`config.mk`:
```
export PLATFORM = sky130hd
export DESIGN_NAME = per_unit_window_bus_gate_top
export DESIGN_NICKNAME = d
export VERILOG_FILES = /design/src/hdl/puwbg_pkg.sv /design/src/hdl/puwbg_table.sv /design/src/hdl/puwbg_seq.sv /design/src/hdl/per_unit_window_bus_gate_top.sv
export SDC_FILE = /design/constraint.sdc
export NUM_CORES = 1
export LEC_CHECK = 0
export ABC_AREA = 1
export BUFFER_PORTS_ARGS = -buffer_cell sky130_fd_sc_hd__buf_4
export CORE_MARGIN = 2
export CORE_UTILIZATION = 54
export CTS_CLUSTER_SIZE = 8
export DETAILED_ROUTE_END_ITERATION = 10
export PLACE_DENSITY = 0.83
export SLEW_MARGIN = 20
export SYNTH_ARGS = -nofsm -noshare
export SYNTH_HDL_FRONTEND = slang
export SYNTH_SLANG_ARGS = --single-unit
```
`constraint.sdc`:
```
create_clock -name clk -period 7.1 [get_ports clk]
set_input_delay 0 -clock clk [delete_from_list [all_inputs] [get_ports clk]]
set_output_delay 0 -clock clk [all_outputs]
set_load 0.02 [all_outputs]
```
`src/hdl/puwbg_pkg.sv`:
```
`default_nettype none
// ----------------------------------------------------------------------------
// Bus gate package
// Shared sizes, types and codes of the per-unit window bus gate.
// ----------------------------------------------------------------------------
package puwbg_pkg;

    localparam int SLOTS = 8;
    localparam int IDX_W = (SLOTS > 1) ? $clog2(SLOTS) : 1;
    localparam int CNT_W = $clog2(SLOTS + 1);

    typedef logic [IDX_W-1:0] idx_t;
    typedef logic [CNT_W-1:0] cnt_t;

    localparam cnt_t CNT_FULL = cnt_t'(SLOTS);

    localparam logic OP_REGISTER = 1'b0;
    localparam logic OP_REQUEST  = 1'b1;

    typedef struct packed {
        logic [15:0] unit;
        logic [31:0] window;
        logic [31:0] last;
    } entry_t;

    typedef struct packed {
        logic   rd_en;
        idx_t   rd_addr;
        logic   wr_en;
        idx_t   wr_addr;
        entry_t wr_data;
    } mem_req_t;

    typedef struct packed {
        logic        granted;
        logic [3:0]  active_slots;
        logic [31:0] rejected_count;
    } result_t;

    typedef enum logic [2:0] {
        ST_IDLE,
        ST_LOOKUP,
        ST_COMPARE,
        ST_DECIDE,
        ST_RESP
    } state_t;

endpackage
`default_nettype wire

```
`src/hdl/puwbg_table.sv`:
```
`default_nettype none
// ----------------------------------------------------------------------------
// Bus gate unit table
// Storage for unit id, window and last grant time, one write and one
// registered read per cycle.
// ----------------------------------------------------------------------------
module puwbg_table
(
    input  wire logic              clk,
    input  wire puwbg_pkg::mem_req_t req,
    output      puwbg_pkg::entry_t rd_data
);
    import puwbg_pkg::*;

    entry_t mem [SLOTS];
    entry_t rd_data_reg;

    always_ff @(posedge clk)
    begin
        if (req.wr_en)
        begin
            mem[req.wr_addr] <= req.wr_data;
        end
    end

    always_ff @(posedge clk)
    begin
        if (req.rd_en)
        begin
            rd_data_reg <= mem[req.rd_addr];
        end
    end

    assign rd_data = rd_data_reg;

endmodule
`default_nettype wire

```
`src/hdl/puwbg_seq.sv`:
```
`default_nettype none
// ----------------------------------------------------------------------------
// Bus gate sequencer
// Scans the unit table one entry at a time with a shared id compare, then
// applies the window check and updates the table, count and reject total.
// ----------------------------------------------------------------------------
module puwbg_seq
(
    input  wire logic               clk,
    input  wire logic               rst_n,
    input  wire logic               in_valid,
    output      logic               in_stall,
    input  wire logic               operation,
    input  wire logic [15:0]        unit_id,
    input  wire logic [31:0]        window_ms,
    input  wire logic [31:0]        now_ms,
    input  wire logic               bus_available,
    input  wire logic               out_free,
    output      logic               res_load,
    output      puwbg_pkg::result_t res,
    output      puwbg_pkg::mem_req_t mem_req,
    input  wire puwbg_pkg::entry_t  rd_data
);
    import puwbg_pkg::*;

    state_t state_reg, state_next;

    logic        op_reg;
    logic [15:0] id_reg;
    logic [31:0] win_reg;
    logic [31:0] now_reg;
    logic        avail_reg;

    idx_t        idx_reg, idx_next;
    logic        hit_reg, hit_next;
    cnt_t        count_reg, count_next;
    logic [31:0] reject_reg, reject_next;
    logic        granted_reg, granted_next;

    logic        accept;
    logic        match;
    logic        last_slot;
    logic [31:0] elapsed;
    logic        too_early;
    logic        do_set_window;
    logic        do_append;
    logic        do_stamp;
    logic        grant;
    logic        reject;
    logic [31:0] count_wide;

    assign accept    = (state_reg == ST_IDLE) && in_valid;
    assign match     = (rd_data.unit == id_reg);
    assign last_slot = ((cnt_t'(idx_reg) + cnt_t'(1)) == count_reg);
    assign elapsed   = now_reg - rd_data.last;
    assign too_early = (elapsed < rd_data.window);

    // Outcome of the item once the scan has settled on hit or miss.
    always_comb
    begin
        do_set_window = 1'b0;
        do_append     = 1'b0;
        do_stamp      = 1'b0;
        grant         = 1'b0;
        reject        = 1'b0;
        if (op_reg == OP_REGISTER)
        begin
            if (win_reg != 32'd0)
            begin
                if (hit_reg)
                begin
                    do_set_window = 1'b1;
                end
                else if (count_reg < CNT_FULL)
                begin
                    do_append = 1'b1;
                end
            end
        end
        else
        begin
            if (!hit_reg)
            begin
                grant  = avail_reg;
                reject = !avail_reg;
            end
            else if (too_early || !avail_reg)
            begin
                reject = 1'b1;
            end
            else
            begin
                do_stamp = 1'b1;
                grant    = 1'b1;
            end
        end
    end

    always_comb
    begin
        state_next = state_reg;
        unique case (state_reg)
            ST_IDLE:
            begin
                if (in_valid)
                begin
                    state_next = (count_reg == cnt_t'(0)) ? ST_DECIDE : ST_LOOKUP;
                end
            end
            ST_LOOKUP:
            begin
                state_next = ST_COMPARE;
            end
            ST_COMPARE:
            begin
                state_next = (match || last_slot) ? ST_DECIDE : ST_LOOKUP;
            end
            ST_DECIDE:
            begin
                state_next = ST_RESP;
            end
            ST_RESP:
            begin
                if (out_free)
                begin
                    state_next = ST_IDLE;
                end
            end
            default:
            begin
                state_next = ST_IDLE;
            end
        endcase
    end

    always_comb
    begin
        in_stall         = 1'b1;
        res_load         = 1'b0;
        mem_req.rd_en    = 1'b0;
        mem_req.rd_addr  = idx_reg;
        mem_req.wr_en    = 1'b0;
        mem_req.wr_addr  = idx_reg;
        mem_req.wr_data  = rd_data;
        unique case (state_reg)
            ST_IDLE:
            begin
                in_stall = 1'b0;
            end
            ST_LOOKUP:
            begin
                mem_req.rd_en = 1'b1;
            end
            ST_COMPARE:
            begin
            end
            ST_DECIDE:
            begin
                if (do_set_window)
                begin
                    mem_req.wr_en          = 1'b1;
                    mem_req.wr_data.window = win_reg;
                end
                else if (do_stamp)
                begin
                    mem_req.wr_en        = 1'b1;
                    mem_req.wr_data.last = now_reg;
                end
                else if (do_append)
                begin
                    mem_req.wr_en   = 1'b1;
                    mem_req.wr_addr = count_reg[IDX_W-1:0];
                    mem_req.wr_data = '{unit: id_reg, window: win_reg, last: 32'd0};
                end
            end
            ST_RESP:
            begin
                res_load = out_free;
            end
            default:
            begin
            end
        endcase
    end

    // Datapath next values.
    always_comb
    begin
        idx_next     = idx_reg;
        hit_next     = hit_reg;
        count_next   = count_reg;
        reject_next  = reject_reg;
        granted_next = granted_reg;
        if (accept)
        begin
            idx_next = '0;
            hit_next = 1'b0;
        end
        if (state_reg == ST_COMPARE)
        begin
            if (match)
            begin
                hit_next = 1'b1;
            end
            else if (!last_slot)
            begin
                idx_next = idx_reg + idx_t'(1);
            end
        end
        if (state_reg == ST_DECIDE)
        begin
            granted_next = grant;
            if (do_append)
            begin
                count_next = count_reg + cnt_t'(1);
            end
            if (reject)
            begin
                reject_next = reject_reg + 32'd1;
            end
        end
    end

    always_ff @(posedge clk or negedge rst_n)
    begin
        if (!rst_n)
        begin
            state_reg   <= ST_IDLE;
            idx_reg     <= '0;
            hit_reg     <= 1'b0;
            count_reg   <= '0;
            reject_reg  <= '0;
            granted_reg <= 1'b0;
        end
        else
        begin
            state_reg   <= state_next;
            idx_reg     <= idx_next;
            hit_reg     <= hit_next;
            count_reg   <= count_next;
            reject_reg  <= reject_next;
            granted_reg <= granted_next;
        end
    end

    always_ff @(posedge clk)
    begin
        if (accept)
        begin
            op_reg    <= operation;
            id_reg    <= unit_id;
            win_reg   <= window_ms;
            now_reg   <= now_ms;
            avail_reg <= bus_available;
        end
    end

    // The reported count is the slot count truncated to four bits.
    assign count_wide         = 32'(count_reg);
    assign res.granted        = granted_reg;
    assign res.active_slots   = count_wide[3:0];
    assign res.rejected_count = reject_reg;

endmodule
`default_nettype wire

```
`src/hdl/per_unit_window_bus_gate_top.sv`:
```
`default_nettype none
// ----------------------------------------------------------------------------
// Per-unit window bus gate
// Grants the bus, when it is available, to a registered unit only after its window
// since its last grant has passed, to an unknown unit at once, and keeps the unit table and a reject total.
// ----------------------------------------------------------------------------
//  Channel   Handshake           Payload
//  input     in_valid/in_stall   operation, unit_id, window_ms, now_ms,
//                                bus_available
//  output    out_valid/out_stall granted, active_slots, rejected_count
//
// An item goes from IDLE through LOOKUP and COMPARE once per table entry scanned
// (at most the number of registered units), then through DECIDE and RESP:
// the table has one registered read port, so each entry costs a read state
// and a compare state. Reset clears the unit count, the reject total and all
// control; table contents are written before they are read. A result waits
// in the output register while the next item is taken in; the sequencer
// holds its result only when that register is still full and stalled.
// ----------------------------------------------------------------------------
module per_unit_window_bus_gate_top
(
    input  wire logic        clk,
    input  wire logic        rst_n,
    input  wire logic        in_valid,
    output      logic        in_stall,
    input  wire logic        operation,
    input  wire logic [15:0] unit_id,
    input  wire logic [31:0] window_ms,
    input  wire logic [31:0] now_ms,
    input  wire logic        bus_available,
    output      logic        out_valid,
    input  wire logic        out_stall,
    output      logic        granted,
    output      logic [3:0]  active_slots,
    output      logic [31:0] rejected_count
);
    import puwbg_pkg::*;

    mem_req_t    mem_req;
    entry_t      rd_data;
    result_t     res;
    logic        res_load;
    logic        out_free;

    logic        out_valid_reg, out_valid_next;
    logic        granted_reg;
    logic [3:0]  active_reg;
    logic [31:0] rejected_reg;

    assign out_free = !out_valid_reg || !out_stall;

    puwbg_table u_table
    (
        .clk     (clk),
        .req     (mem_req),
        .rd_data (rd_data)
    );

    puwbg_seq u_seq
    (
        .clk           (clk),
        .rst_n         (rst_n),
        .in_valid      (in_valid),
        .in_stall      (in_stall),
        .operation     (operation),
        .unit_id       (unit_id),
        .window_ms     (window_ms),
        .now_ms        (now_ms),
        .bus_available (bus_available),
        .out_free      (out_free),
        .res_load      (res_load),
        .res           (res),
        .mem_req       (mem_req),
        .rd_data       (rd_data)
    );

    always_comb
    begin
        out_valid_next = out_valid_reg && out_stall;
        if (res_load)
        begin
            out_valid_next = 1'b1;
        end
    end

    always_ff @(posedge clk or negedge rst_n)
    begin
        if (!rst_n)
        begin
            out_valid_reg <= 1'b0;
        end
        else
        begin
            out_valid_reg <= out_valid_next;
        end
    end

    always_ff @(posedge clk)
    begin
        if (res_load)
        begin
            granted_reg  <= res.granted;
            active_reg   <= res.active_slots;
            rejected_reg <= res.rejected_count;
        end
    end

    assign out_valid      = out_valid_reg;
    assign granted        = granted_reg;
    assign active_slots   = active_reg;
    assign rejected_count = rejected_reg;

endmodule
`default_nettype wire
```
==> flow_summary.toml, run 1 <==
[status]
status = "complete, no violations"

[final_layout]
seq_area_sq_mm = 0.0263
num-fill-cells = 4674
multi_input_area_sq_mm = 0.00976
fin_nets = 3562
drive_gt1_frac = 0.0956
fin_cells = 4346
area_delta_synth_final_pct = 17.3
mostFrequentLayoutCell = "edfxtp_1"
largest_reg_flops = 640
finish.instance_area_sq_mm = 0.0438
final_cell_mix = "edfxtp_1, nor2_1, nand2_1"

[hold_path]
min_from = "now_ms[26]"
hold_end = "u_seq.now_reg[26]"
hp-class = "in2reg"
holdPathStages = 2

[setup_path]
r2r_end = "u_table.mem[3][20]"
path_common_cell = "nand2_1"
worst_ep_arrival_time_ps = 5720
slowest_delay_ps = 920
cp_cell_sequence = "inv_1 > ha_1 > inv_1 > fa_1 > nand3_1 > nand2_1 > a21oi_1 > o21ai_0 > nand3_1 > nand3_1 > xor2_1 > ha_1 > nand2_1 > nor2_1 > nand2_1 > a21oi_1 > nor2_1 > nand2_1 > nand2_2 > nand3_1 > nand2_1 > nor2_4 > buf_12"
cp_num_buf_inv = 3
path_delay_family = "simple AND/OR/NAND/NOR gates"
end_kind = "flip-flop"
cp_num_cells = 23
r2r_start = "u_seq.now_reg[0]"
critPathSlowestCell = "nor2_4"
worstRegToRegCells = 23
worstSetupPathType = "reg2reg"
path_max_fanout = 30
r2r_slack_ps = 1740
required_ps = 7460
critical_path.startpoint_type = "flip-flop"

[cts]
clockBufferDepth = 3
cts_root_buf = "clkbuf_16"
cts_tree = "done"
clock_latency_ps = 720
postCtsHoldBufs = 116
clock-sinks = 884
cts_max_level = 3
cts_made_buffers = 120
clkSlewWorstSetupHoldPaths_ps = 50
cts_setup_buffers = 0
postCtsResizedCells = 0

[global_routing]
grt_max_degree = 210
gr-total-overflow = 0
track_usage = 0.265
grt_pass1_wl_microns = 144000
antenna_found_initial = 2
grt_pass1_vias = 26000

[synthesis]
synth-seq-cells = 884
synth_nets = 3311
seq_area_frac_synth = 0.705
synth_edf_count = 839
async_flop_share = 0.0509
ys.flop_type = "edfxtp_1"
yosysUniqueCellTypes = 49
synth.avg_cell_area_sq_um = 11.8
syn_inst = 3158
ys_warn_count = 0
netlist_area_sq_mm = 0.0373

[timing]
hold_viol = 0
timing.final.crit_share = 0.755
fmax_mhz = 187
rsz0062_at_grt = "no"
skew_ps = 66.9
slew_violations = 0
max_slew.worst_pin.slew_ps = 1080
fin_setup_tns_ps = 0
setup_viol = 0
whs_ps = 27.5
max_slew_margin = 0.281
fin_crit_ps = 5360

[pwr]
seqPwrFrac = 0.409
cellInternalPower_mw = 12.0
clockPowerShare = 0.280
p_per_area_mw_per_mm2 = 425
power_switching_mw = 6.60
power_leakage_nw = 16.1
power_frac_comb = 0.311
swShare = 0.355
peakVddDrop_uv = 412

[floorplan]
pin_count = 125
dieHeight_microns = 267
start_util = 0.545
std_cell_rows = 96
die-width_microns = 267
core_sq_mm = 0.0685
dieArea_sq_mm = 0.0712

[detailed_routing]
vias_per_cell = 6.00
first_pass_iters = 8
post-route-drc-count = 0
drt_iter0_drc = 3268
num_vias = 26100
routed_wl_microns = 94600
ant_nets = 0
wl_per_cell_microns = 21.8

[place]
dpl_cell_area_sq_mm = 0.0391
placed_cells = 4052
dpl.hpwl_microns = 51700
portBuffers = 124
gp_congestion = 0.982

[run]
cap_violations = 0
-- through the flow --
| stage | setup WS, ps | power (mW) | utilization |
|---|---|---|---|
| 2_1_floorplan | 282 | 11.4 | - |
| 3_3_place_gp | 1980 | 13.0 | 0.572 |
| 3_5_place_dp | 1910 | 13.2 | 0.572 |
| 4_1_cts | 1810 | 18.5 | 0.639 |
| 5_1_grt | 1310 | 19.5 | 0.639 |
| 6_report | 1740 | 18.6 | 0.639 |
-- cells by family (layout without fill, tap and decap cells) --
logic type | after synthesis | after routing | share of synthesized area
AOI/OAI and AO/OA | 634 | 634 | 0.0928
xor gates and xnor gates | 76 | 76 | 0.0178
adders and majority gates | 67 | 67 | 0.0227
other | 0 | 1 | 0
buffers and inverters | 321 | 626 | 0.0351
DFF | 884 | 884 | 0.705
and+or+nand+nor | 1176 | 1176 | 0.126
-- synthesized netlist by cell type (all sizes together), types with 2 or more instances --
cell    count  area, sq um
nor3       20          116
a21oi      59          295
xor2       48          420
edfxtp    839        25200
nor2      649         2450
o211ai      2         15.0
clkbuf     74          278
nand4      29          181
xnor2      28          245
nand2     403         1520
o22ai      81          507
dfrtp      45         1130
o21bai      5         37.5
nand3      61          330
ha         66          826
buf        73          379
nor4       10         83.8
a31oi      84          526
inv       173          649
o21a        3         22.5
a21o        2         15.0
o21ai     391         1980
o221a       2         22.5
-- worst max-delay path by stage --
| stage | endpoint | startpoint | slack, ps |
|---|---|---|---|
| after floorplan | u_table.mem[0][0] | u_seq.now_reg[0] | 280 |
| after CTS | u_table.mem[1][21] | u_seq.now_reg[0] | 1810 |
| after detailed placement | u_table.mem[1][21] | u_seq.now_reg[0] | 1910 |
| after global placement | u_table.mem[3][1] | u_seq.now_reg[0] | 1980 |
| after global routing | u_table.mem[3][20] | u_table.rd_data[2] | 1310 |
| final | u_table.mem[3][20] | u_seq.now_reg[0] | 1740 |
-- per-layer routing --
metal  vias to the layer above  global-route usage  share of wire
li1                      11700                   -              -
met1                     12500               0.338           0.38
met2                      1608               0.436           0.49
met3                       298              0.0459          0.094
met4                         2               0.140          0.045
met5                         -                   0        0.00012
-- power groups by stage --
stage | sequential (mW) | combinational (mW) | clock, mW
5_1_grt | 7.64 | 6.39 | 5.45
3_5_place_dp | 7.66 | 5.50 | 0
3_3_place_gp | 7.63 | 5.34 | 0
2_1_floorplan | 7.55 | 3.89 | 0
4_1_cts | 7.58 | 5.66 | 5.23
6_report | 7.60 | 5.79 | 5.21
-- area by class of cell --
cell class	instances	area share
timing repair buffer	276	0.0568
tap	882	0.0252
clock buffer	170	0.0739
multi-input combinational	1953	0.223
antenna	1	0.0000572
inverter	174	0.0153
clock inverter	6	0.00412
sequential	884	0.602
Note: power is estimated with default switching activity, not from simulation.
==> run 2, diff against run 1 <==
--- a/config.mk
+++ b/config.mk
@@ -5,13 +5,13 @@
 export SDC_FILE = /design/constraint.sdc
 export NUM_CORES = 1
 export LEC_CHECK = 0
-export ABC_AREA = 1
+export ABC_AREA = 0
 export BUFFER_PORTS_ARGS = -buffer_cell sky130_fd_sc_hd__buf_4
 export CORE_MARGIN = 2
 export CORE_UTILIZATION = 54
 export CTS_CLUSTER_SIZE = 8
 export DETAILED_ROUTE_END_ITERATION = 10
-export PLACE_DENSITY = 0.83
+export PLACE_DENSITY = 0.8
 export SLEW_MARGIN = 20
 export SYNTH_ARGS = -nofsm -noshare
 export SYNTH_HDL_FRONTEND = slang
==> constraint.sdc (replaced) <==
create_clock -name clk -period 5.6 [get_ports clk]
set_input_delay 0 -clock clk [delete_from_list [all_inputs] [get_ports clk]]
set_output_delay 0 -clock clk [all_outputs]
set_load 0.02 [all_outputs]
==> flow_summary.toml, run 2 <==
[timing]
hold_viol = 0
fin_crit_ps = 5460
timing.final.crit_share = 0.975
fmax_mhz = 183
skew_ps = 43.6
setup_viol = 0
max_slew.worst_pin.slew_ps = 1000
fin_setup_tns_ps = 0
setup_ws_ps = 141
slew_violations = 0
max_slew_margin = 0.326

[detailed_routing]
routed_wl_microns = 88800
wl_per_cell_microns = 26.5
num_vias = 20700
drt_iter0_drc = 2246
post-route-drc-count = 0
ant_nets = 0
vias_per_cell = 6.18
first_pass_iters = 9

[synthesis]
synth_top_area_frac = 0.704
synth.most_common_cell = "edfxtp_1"
synth-seq-cells = 884
synth_edf_count = 839
synth_nets = 2245
synthTopCellsByArea = "edfxtp_1, mux4_2, nand2_1"
yosysUniqueCellTypes = 63
synth.avg_cell_area_sq_um = 17.1
yosys.area.top_type = "edfxtp_1"
ys_warn_count = 0
ys.flop_type = "edfxtp_1"
seq_area_frac_synth = 0.736
netlist_area_sq_mm = 0.0358
synthTopCellsByCount = "edfxtp_1, nand2_1, mux4_2"
async_flop_share = 0.0509
syn_inst = 2092

[final_layout]
mostFrequentLayoutCell = "edfxtp_1"
diodes = 0
final_core_util = 0.657
fin_cells = 3355
drive_gt1_frac = 0.220
largest_reg_flops = 640
final_cell_mix = "edfxtp_1, nand2_1, buf_4"
fin_nets = 2568
area_delta_synth_final_pct = 20.5

[setup_path]
critical_path.startpoint_type = "flip-flop"
cp_cell_sequence = "inv_1 > ha_1 > inv_1 > fa_1 > a21o_1 > a22oi_2 > o31ai_2 > a31oi_1 > o31ai_1 > or3_1 > a41o_1 > a21oi_2 > xnor2_1 > ha_1 > nand4_1 > or2_2 > o21ai_1 > and4_4 > buf_12 > o21ai_1 > buf_4 > nor2_4 > buf_12 > clkbuf_16"
crit_path_start = "u_seq.now_reg[0]"
required_ps = 5990
path_max_fanout = 22
worstSetupPathType = "reg2reg"
r2r_start = "u_seq.now_reg[0]"
worst_ep_arrival_time_ps = 5850
critPathSlowestCell = "edfxtp_1"
slowest_delay_ps = 390
end_kind = "flip-flop"

[hold_path]
hp-class = "in2reg"
min_from = "window_ms[22]"

[global_routing]
grt_pass1_vias = 21400
antenna_found_initial = 1
use_met3 = 0.0433
grt_busiest_layer = "met2"
gr-total-overflow = 0
grt_pass1_wl_microns = 128000
met2_usage = 0.432
track_usage = 0.252
grt_util_met1 = 0.323
grt_max_degree = 101

[run]
cap_violations = 0

[cts]
cts_max_level = 3
clock-sinks = 884
clkSlewWorstSetupHoldPaths_ps = 60
cts_made_buffers = 120
cts_root_buf = "clkbuf_16"
clock_latency_ps = 700
clockBufferDepth = 3
cts_tree = "done"

[place]
placed_cells = 3052
dpl.hpwl_microns = 47900
portBuffers = 124
gp_congestion = 0.910
pre_cts_slack_ps = -114

[pwr]
power_leakage_nw = 15.2
peakVddDrop_uv = 369
p_per_area_mw_per_mm2 = 527

[floorplan]
start_util = 0.545
pin_count = 125
core_sq_mm = 0.0656
die-width_microns = 261
dieArea_sq_mm = 0.0683
dieHeight_microns = 261
std_cell_rows = 94

[status]
status = "complete, no violations"
[run 2: changes by cell type after synthesis, moves of 23 or more]
cell	delta
mux4_2	+160
o22ai_1	-81
a21oi_1	-32
clkbuf_1	-23
xnor2_1	+37
o31ai_1	+33
nor2_1	-601
nand3_1	-39
buf_2	-43
a31oi_1	-74
inv_1	-92
xor2_1	-31
o21ai_0	-326
[run 2: logic make-up after synthesis]
kind of cell             after synthesis  share of synthesized area
AND/OR/NAND/NOR                      538                     0.0645
XOR/XNOR                              82                     0.0201
buffers and inverters                167                     0.0190
AO/OA/AOI/OAI                        192                     0.0358
flip-flops                           884                      0.736
multiplexers                         162                      0.101
adder cells (fa/ha/maj)               67                     0.0236
[run 2: critical path, delay by kind of cell, from the launching register on]
| family | cells | cell delay, ps |
|---|---|---|
| compound gates | 9 | 1590 |
| simple gates | 5 | 1230 |
| buf+inv | 6 | 920 |
| fa+ha+maj | 3 | 910 |
| flops | 1 | 390 |
| xor+xnor | 1 | 120 |
[run 2: report_power, final]
group | switching (mW) | leakage (nW) | total [mW] | internal (mW)
logic | 4.10 | 5.31 | 6.69 | 2.59
clock network | 2.67 | 1.62 | 6.62 | 3.95
registers | 0.490 | 8.23 | 9.43 | 8.94
[run 2: path summary, 6_finish.rpt]
path	to	slack [ps]	cells after the start
setup reg to reg	u_table.mem[1][49]	140	24
hold / removal	u_seq.win_reg[22]	20	2
max in group asynchronous	u_seq.idx_reg[0]	4890	4
hold reg to reg	rejected_count[29]	450	0
min in group asynchronous	u_seq.reject_reg[7]	410	4
setup / recovery	u_table.mem[1][49]	140	24
[run 2: final cells by class]
| cell class | count | area (sq um) |
|---|---|---|
| Multi-Input combinational cell | 1041 | 9040 |
| Clock buffer | 191 | 3280 |
| Inverter | 78 | 295 |
| Fill cell | 4155 | 22500 |
| Tap cell | 864 | 1080 |
| Sequential cell | 884 | 26300 |
| Timing Repair Buffer | 290 | 2960 |
| Clock inverter | 7 | 130 |
[run 2: per-layer routing]
layer  up-vias  share of wire
met5         -              0
met4         0          0.040
met3       224          0.086
met2      1240           0.51
met1     10600           0.36
li1       8710              -
[run 2: stage by stage]
stage / instance area [sq um] / hold slack [ps] / power, mW
6_report: 43100 / 23.0 / 22.7
5_1_grt: 43100 / 8.82 / 23.7
4_1_cts: 42600 / 1.47 / 22.5
3_5_place_dp: 38200 / 87.4 / 15.8
3_3_place_gp: 38200 / 69.4 / 15.5
2_1_floorplan: 35800 / -296 / 13.8
[run 2: repair_timing]
item / 4_1_cts / 5_1_grt
resized for setup: 9 / 40
hold buffers: 87 / 0
setup endpoints to repair: 674 / 834
endpoints found under the hold margin: 137 / 0
pin swaps: 0 / 8
cloned: 0 / 13
buffers inserted: 0 / 5
